==> src/rtl/xrat_pkg.sv <==
package xrat_pkg;
  localparam int unsigned NUM_WIDTH = 32;
  localparam int unsigned MAG_WIDTH = 64;

  localparam logic [2:0] MODE_ADD  = 3'd0;
  localparam logic [2:0] MODE_SUB  = 3'd1;
  localparam logic [2:0] MODE_NEG  = 3'd2;
  localparam logic [2:0] MODE_MUL  = 3'd3;
  localparam logic [2:0] MODE_DIV  = 3'd4;
  localparam logic [2:0] MODE_CMP  = 3'd5;
  localparam logic [2:0] MODE_NORM = 3'd6;
  // unused code, answered with a zero-divisor status
  localparam logic [2:0] MODE_BAD  = 3'd7;

  localparam logic [1:0] ST_OK    = 2'd0;
  localparam logic [1:0] ST_RANGE = 2'd1;
  localparam logic [1:0] ST_ZERO  = 2'd2;

  typedef logic [MAG_WIDTH-1:0] mag_t;
  typedef logic [NUM_WIDTH-1:0] num_t;

  // largest positive numerator / denominator and largest negative magnitude
  localparam mag_t POS_LIM = (mag_t'(1) << (NUM_WIDTH - 1)) - mag_t'(1);
  localparam mag_t NEG_LIM = mag_t'(1) << (NUM_WIDTH - 1);

  // clamp a 2-bit mark: -2 reads as -1
  function automatic logic signed [2:0] mark_fn(input logic [1:0] m);
    logic signed [2:0] v;
    v = (m == 2'b10) ? 3'sb111 : {m[1], m};
    return v;
  endfunction

  function automatic logic signed [2:0] sat_fn(input logic signed [2:0] v);
    logic signed [2:0] r;
    if (v > 3'sd1) r = 3'sd1;
    else if (v < -3'sd1) r = -3'sd1;
    else r = v;
    return r;
  endfunction
endpackage

==> src/rtl/xrat_gcd.sv <==
// binary gcd then two shift-subtract divisions, one step per cycle
module xrat_gcd (
  input  logic              clk_i,
  input  logic              rst_ni,
  input  logic              start_i,
  input  xrat_pkg::mag_t    mag_i,
  input  xrat_pkg::mag_t    den_i,
  output logic              done_o,
  output xrat_pkg::mag_t    mag_o,
  output xrat_pkg::mag_t    den_o
);
  localparam logic [2:0] G_IDLE  = 3'd0;
  localparam logic [2:0] G_TWO   = 3'd1;
  localparam logic [2:0] G_XODD  = 3'd2;
  localparam logic [2:0] G_LOOP  = 3'd3;
  localparam logic [2:0] G_DIV   = 3'd4;
  localparam logic [2:0] G_DONE  = 3'd5;
  localparam int unsigned CW = $clog2(xrat_pkg::MAG_WIDTH + 1);

  logic [2:0] state_q, state_d;
  xrat_pkg::mag_t x_q, x_d, y_q, y_d, g_q, g_d;
  xrat_pkg::mag_t n_q, n_d, d_q, d_d;
  xrat_pkg::mag_t quo_q, quo_d, rem_q, rem_d;
  logic [CW-1:0] k_q, k_d, cnt_q, cnt_d;
  logic sel_q, sel_d;
  logic [xrat_pkg::MAG_WIDTH:0] trial;
  xrat_pkg::mag_t dividend;

  assign dividend = sel_q ? d_q : n_q;
  assign trial = {rem_q, dividend[cnt_q[CW-2:0]]} - {1'b0, g_q};

  always_comb begin
    state_d = state_q; x_d = x_q; y_d = y_q; g_d = g_q; n_d = n_q; d_d = d_q;
    quo_d = quo_q; rem_d = rem_q; k_d = k_q; cnt_d = cnt_q; sel_d = sel_q;
    unique case (state_q)
      G_IDLE: if (start_i) begin
        n_d = mag_i; d_d = den_i; x_d = mag_i; y_d = den_i; k_d = '0;
        if (mag_i == '0 || den_i == '0) begin
          g_d = (mag_i == '0) ? den_i : mag_i;
          state_d = (g_d == '0) ? G_DONE : G_DIV;
          if (g_d == '0) begin quo_d = '0; end
        end else begin
          state_d = G_TWO;
        end
        cnt_d = CW'(xrat_pkg::MAG_WIDTH - 1); rem_d = '0; sel_d = 1'b0;
        quo_d = '0;
      end
      G_TWO: if (((x_q | y_q) & 64'd1) == '0) begin
        x_d = x_q >> 1; y_d = y_q >> 1; k_d = k_q + 1'b1;
      end else state_d = G_XODD;
      G_XODD: if (!x_q[0]) x_d = x_q >> 1; else state_d = G_LOOP;
      G_LOOP: if (y_q == '0) begin
        g_d = x_q << k_q; state_d = G_DIV;
      end else if (!y_q[0]) y_d = y_q >> 1;
      else if (x_q > y_q) begin
        x_d = y_q; y_d = x_q - y_q;
      end else y_d = y_q - x_q;
      G_DIV: begin
        if (!trial[xrat_pkg::MAG_WIDTH]) begin
          rem_d = trial[xrat_pkg::MAG_WIDTH-1:0];
          quo_d = {quo_q[xrat_pkg::MAG_WIDTH-2:0], 1'b1};
        end else begin
          rem_d = {rem_q[xrat_pkg::MAG_WIDTH-2:0], dividend[cnt_q[CW-2:0]]};
          quo_d = {quo_q[xrat_pkg::MAG_WIDTH-2:0], 1'b0};
        end
        if (cnt_q == '0) begin
          rem_d = '0; cnt_d = CW'(xrat_pkg::MAG_WIDTH - 1);
          if (sel_q) begin d_d = quo_d; state_d = G_DONE; end
          else begin n_d = quo_d; sel_d = 1'b1; quo_d = '0; end
        end else cnt_d = cnt_q - 1'b1;
      end
      G_DONE: state_d = G_IDLE;
      default: state_d = G_IDLE;
    endcase
  end

  always_ff @(posedge clk_i or negedge rst_ni) begin
    if (!rst_ni) state_q <= G_IDLE;
    else state_q <= state_d;
  end
  always_ff @(posedge clk_i) begin
    x_q <= x_d; y_q <= y_d; g_q <= g_d; n_q <= n_d; d_q <= d_d;
    quo_q <= quo_d; rem_q <= rem_d; k_q <= k_d; cnt_q <= cnt_d; sel_q <= sel_d;
  end

  assign done_o = (state_q == G_DONE);
  assign mag_o = n_q;
  assign den_o = d_q;
endmodule

==> config.mk <==
export PLATFORM = sky130hd
export DESIGN_NAME = xrat_gcd
export DESIGN_NICKNAME = d
export VERILOG_FILES = /design/src/rtl/xrat_pkg.sv /design/src/rtl/xrat_gcd.sv
export SDC_FILE = /design/constraint.sdc
export NUM_CORES = 2
export LEC_CHECK = 0
export BUFFER_PORTS_ARGS = -buffer_cell sky130_fd_sc_hd__buf_4
export CAP_MARGIN = 5
export CORE_MARGIN = 10
export CORE_UTILIZATION = 53
export CTS_BUF_LIST = sky130_fd_sc_hd__clkbuf_4
export CTS_CLUSTER_DIAMETER = 50
export DETAILED_ROUTE_END_ITERATION = 10
export HOLD_SLACK_MARGIN = 0.15
export PLACE_DENSITY = 0.76
export REMOVE_ABC_BUFFERS = 1
export SKIP_LAST_GASP = 1
export SLEW_MARGIN = 40
export SYNTH_ARGS = -nofsm -noshare
export SYNTH_HDL_FRONTEND = slang
export SYNTH_SLANG_ARGS = --single-unit
==> constraint.sdc <==
create_clock -name clk_i -period 20.4 [get_ports clk_i]
set_input_delay 4.08 -clock clk_i [delete_from_list [all_inputs] [get_ports clk_i]]
set_output_delay 4.08 -clock clk_i [all_outputs]
set_load 0.03 [all_outputs]
==> results.md <==
* Outcome: finished clean
* Cell Pwr Density at 47.3 nW/µm²
* Worst Path Arrival at between 7 and 8 ns
* Hold buffers post-CTS at 0
* Slowest Stage Delay on Critical Path at 0.76 ns
* Die width at 284 µm
* Max-Slew Margin vs Limit at approximately two fifths
* Final Hold Viols at 0
* Worst-Skew Late Latency at about 0.95 ns
* Type of origin of the critical path: flip-flop
* Largest net degree at the start of global routing at between 80 and 90
* Unrepaired setup endpoints after global routing: no
* Mapped Area at between 30000 and 40000 µm²
* Most used DFF post-synth: edfxtp_1
* Synth Area in Adders at between 6 and 7%
* Critical-path cell list: buf_4, inv_1, or3_1, o22ai_1, or3_1, o21ai_0, o21ai_0, mux2i_1, ha_1, fa_1, nor2b_1, o31ai_1, a31o_2, nand3b_1, a31oi_1, o211ai_1, nand2_1, a31o_2, a21oi_2, xnor2_4, buf_4, mux2i_1, nor2_1
* Starting Density at 53.6%
* Final nets at 4700
* Min-Delay Path Class: reg2reg
* Max-cap viol count at 0
* Sequential fraction of the synthesis area at 37.9%
* CTS Buf Count at 118
* Rows at between 90 and 100
* Number of global-route vias before repair at 33600
* Fin crit share at between 30% and 40%
* H-tree lvl count at 3
* Die height at 284 µm
* Clock buffer depth at 3
* First-pass GRT wire length at 222000 µm
* PortBufs at 259
* Post-synthesis mux area share at ~8.7%
* # clock sinks at 465
* Leak Pwr at around 0.017 µW
* Via Count at 36000
* Post-DR vias/cell at 6.68
* Crit path time final at around 7.4 ns
* DR iter-0 viols at 6604
* Global route total overflow at 0
* FF+latch count, synth at 465
* Buf+Inv Stages, Crit Path at 3
* Simple-Gate Fraction of Synth Area at between 15 and 20%
* Initial antenna violation count at 19
* Clock transition at path regs at 0.07 ns
* Share of layout cells above drive strength 1 at 14.6%
* Synth warnings at 0
* Synthesized area per cell at 8.76 µm²
* Setup TNS at 0 ns
* Largest family of logic cells by synthesized area: compound AO/OA/AOI/OAI gates
* Final Wtd Congestion at 1.07
* WL/cell at 28.4 µm
* Type of the worst setup path: reg2reg
* Clock skew at 0.0678 ns
* CTS tree: built
* Distinct cell type count after synthesis at 93
* Root Driver: clkbuf_4
* Compound-cell area share of the yosys netlist at 20.9%
* Family with the most delay on the worst path: compound AO/OA/AOI/OAI gates
* WL final at around 150000 µm
* I/O pins at 260
* Die area at around 80000 µm²
* Number of synthesized flops with an enable pin at 462
* Post-DRT Antenna Nets at 0
* Post-CTS sizing at 0
* Synth Instances at ~4200
* Worst-margin pin slew at 0.888 ns
* Critical Path Sink Type: flip-flop
* DR pass1 iterations at 10
* Post-synthesis async set-or-reset flop share at 0.645%
* Endpoints failing setup at 0
* P&R area growth vs syn at 11.2%
* DP Area at 39400 µm²
* Dpl hpwl at between 100000 and 150000 µm
* Peak fanout along the critical path at 50
* # DRC at 0
* Core Box Area at 68700 µm²
* Fill cells at 6262
* Final instance area at 40900 µm²
* R2R Setup Slk at 13.03 ns
* Slowest CP cell: buf_4
* Fin. max-slew vios at 0
* CP required at 21.01 ns
* Most frequent cells in the layout: nand2_1, edfxtp_1, a21oi_1
* Post-CTS Repair Setup Buffers at 0
* Most common cell after layout, fill and taps aside: nand2_1
* Max IR drop VDD at 0.0433 mV
* Xor and xnor fraction of the mapped netlist area at under 10%
* Gr usage total at between 30% and 40%
* Maximum clock rate at 136 MHz
worst register-to-register path, delay by kind of cell, from the launching register on:
family / cells / cell delay (ns)
compound gates: 9 / 2.25
xor+xnor: 1 / 0.67
fa+ha+maj: 2 / 0.71
buf+inv: 3 / 1.36
flops: 1 / 0.32
mux: 2 / 0.59
simple gates: 6 / 1.16
metrics by stage:
step	utilization, %	setup slack (ns)	hold slack (ns)	instances	power [µW]
2_1_floorplan	-	6.97	0.502	3944	1080
3_3_place_gp	57.1	12.31	0.535	5178	1140
3_5_place_dp	57.3	12.68	0.542	5181	1140
4_1_cts	59.5	12.93	0.539	5386	1930
5_1_grt	59.6	12.81	0.578	5390	1990
6_report	59.6	13.03	0.540	5393	1940
synth_stat cells, drive strengths merged, types with 23 or more instances:
cell / count / area share [%]
nor4: 54 / 0.93
xor2: 38 / 0.90
o22ai: 63 / 1.1
a211oi: 30 / 0.63
nand4: 66 / 1.2
ha: 195 / 6.6
buf: 93 / 1.3
a31oi: 37 / 0.63
o211ai: 23 / 0.47
nor2: 393 / 4.0
mux4: 77 / 4.7
xnor2: 97 / 2.3
a222oi: 61 / 1.7
nor3: 32 / 0.44
a22oi: 32 / 0.65
inv: 310 / 3.2
mux2i: 139 / 3.8
clkbuf: 167 / 1.7
a21o: 92 / 1.9
nand2: 697 / 7.1
edfxtp: 462 / 38
nand3: 38 / 0.52
o21bai: 57 / 1.2
o21ai: 256 / 3.5
a21oi: 417 / 5.7
final timing paths:
| kind | from | to | depth (start not counted) |
|---|---|---|---|
| setup / recovery | cnt_q[0]$_SDFFCE_PN1P_ | rem_q[29]$_SDFFCE_PN0P_ | 23 |
| hold / removal | quo_q[20]$_SDFFCE_PN0P_ | den_o[21]$_DFFE_PP_ | 2 |
| setup reg to reg | cnt_q[0]$_SDFFCE_PN1P_ | rem_q[29]$_SDFFCE_PN0P_ | 23 |
| hold reg to reg | quo_q[20]$_SDFFCE_PN0P_ | den_o[21]$_DFFE_PP_ | 2 |
| max in group asynchronous | rst_ni | state_q[2]$_DFFE_PN0P_ | 1 |
| min in group asynchronous | rst_ni | state_q[1]$_DFFE_PN0P_ | 1 |
state kept, by name, indices dropped and copies added, names as in the netlist:
register / flops
g_q: 64
y_q: 64
sel_q: 1
x_q: 64
mag_o: 64
quo_q: 63
rem_q: 64
den_o: 64
cnt_q: 7
state_q: 3
k_q: 7
metal layers:
layer  routed length [µm]  part of all wire, %  track usage [%]
met3                20700                   13             10.2
met2                65400                   43             53.7
met5                  176                 0.12            0.305
met1                58900                   38             49.3
met4                 7900                  5.2             16.4
cells by family (layout without fill, tap and decap cells):
logic type               Yosys count  in the layout
AO/OA/AOI/OAI                   1218           1218
XOR/XNOR                         135            135
adder cells (fa/ha/maj)          198            198
buffers and inverters            573            825
flip-flops                       465            465
multiplexers                     224            224
other                              0              6
AND/OR/NAND/NOR                 1391           1391
final cells by class:
class                           count  area, µm²  share of cell area, %
Clock inverter                     29        164                  0.401
Timing Repair Buffer              307       2370                   5.79
Multi-Input combinational cell   3166      20800                   50.7
Clock buffer                      176       1320                   3.23
Inverter                          313       1170                   2.87
Tap cell                          931       1160                   2.85
Sequential cell                   465      13900                   34.1
Antenna cell                        6       15.0                 0.0367
power by group:
group / internal [µW] / leakage (µW) / switching, µW
logic: 30.6 / 0.0118 / 55.7
registers: 1040 / 0.00443 / 0
clock network: 404 / 0.000883 / 406
total: 1470 / 0.0171 / 462
(Power assumes the default switching activity.)
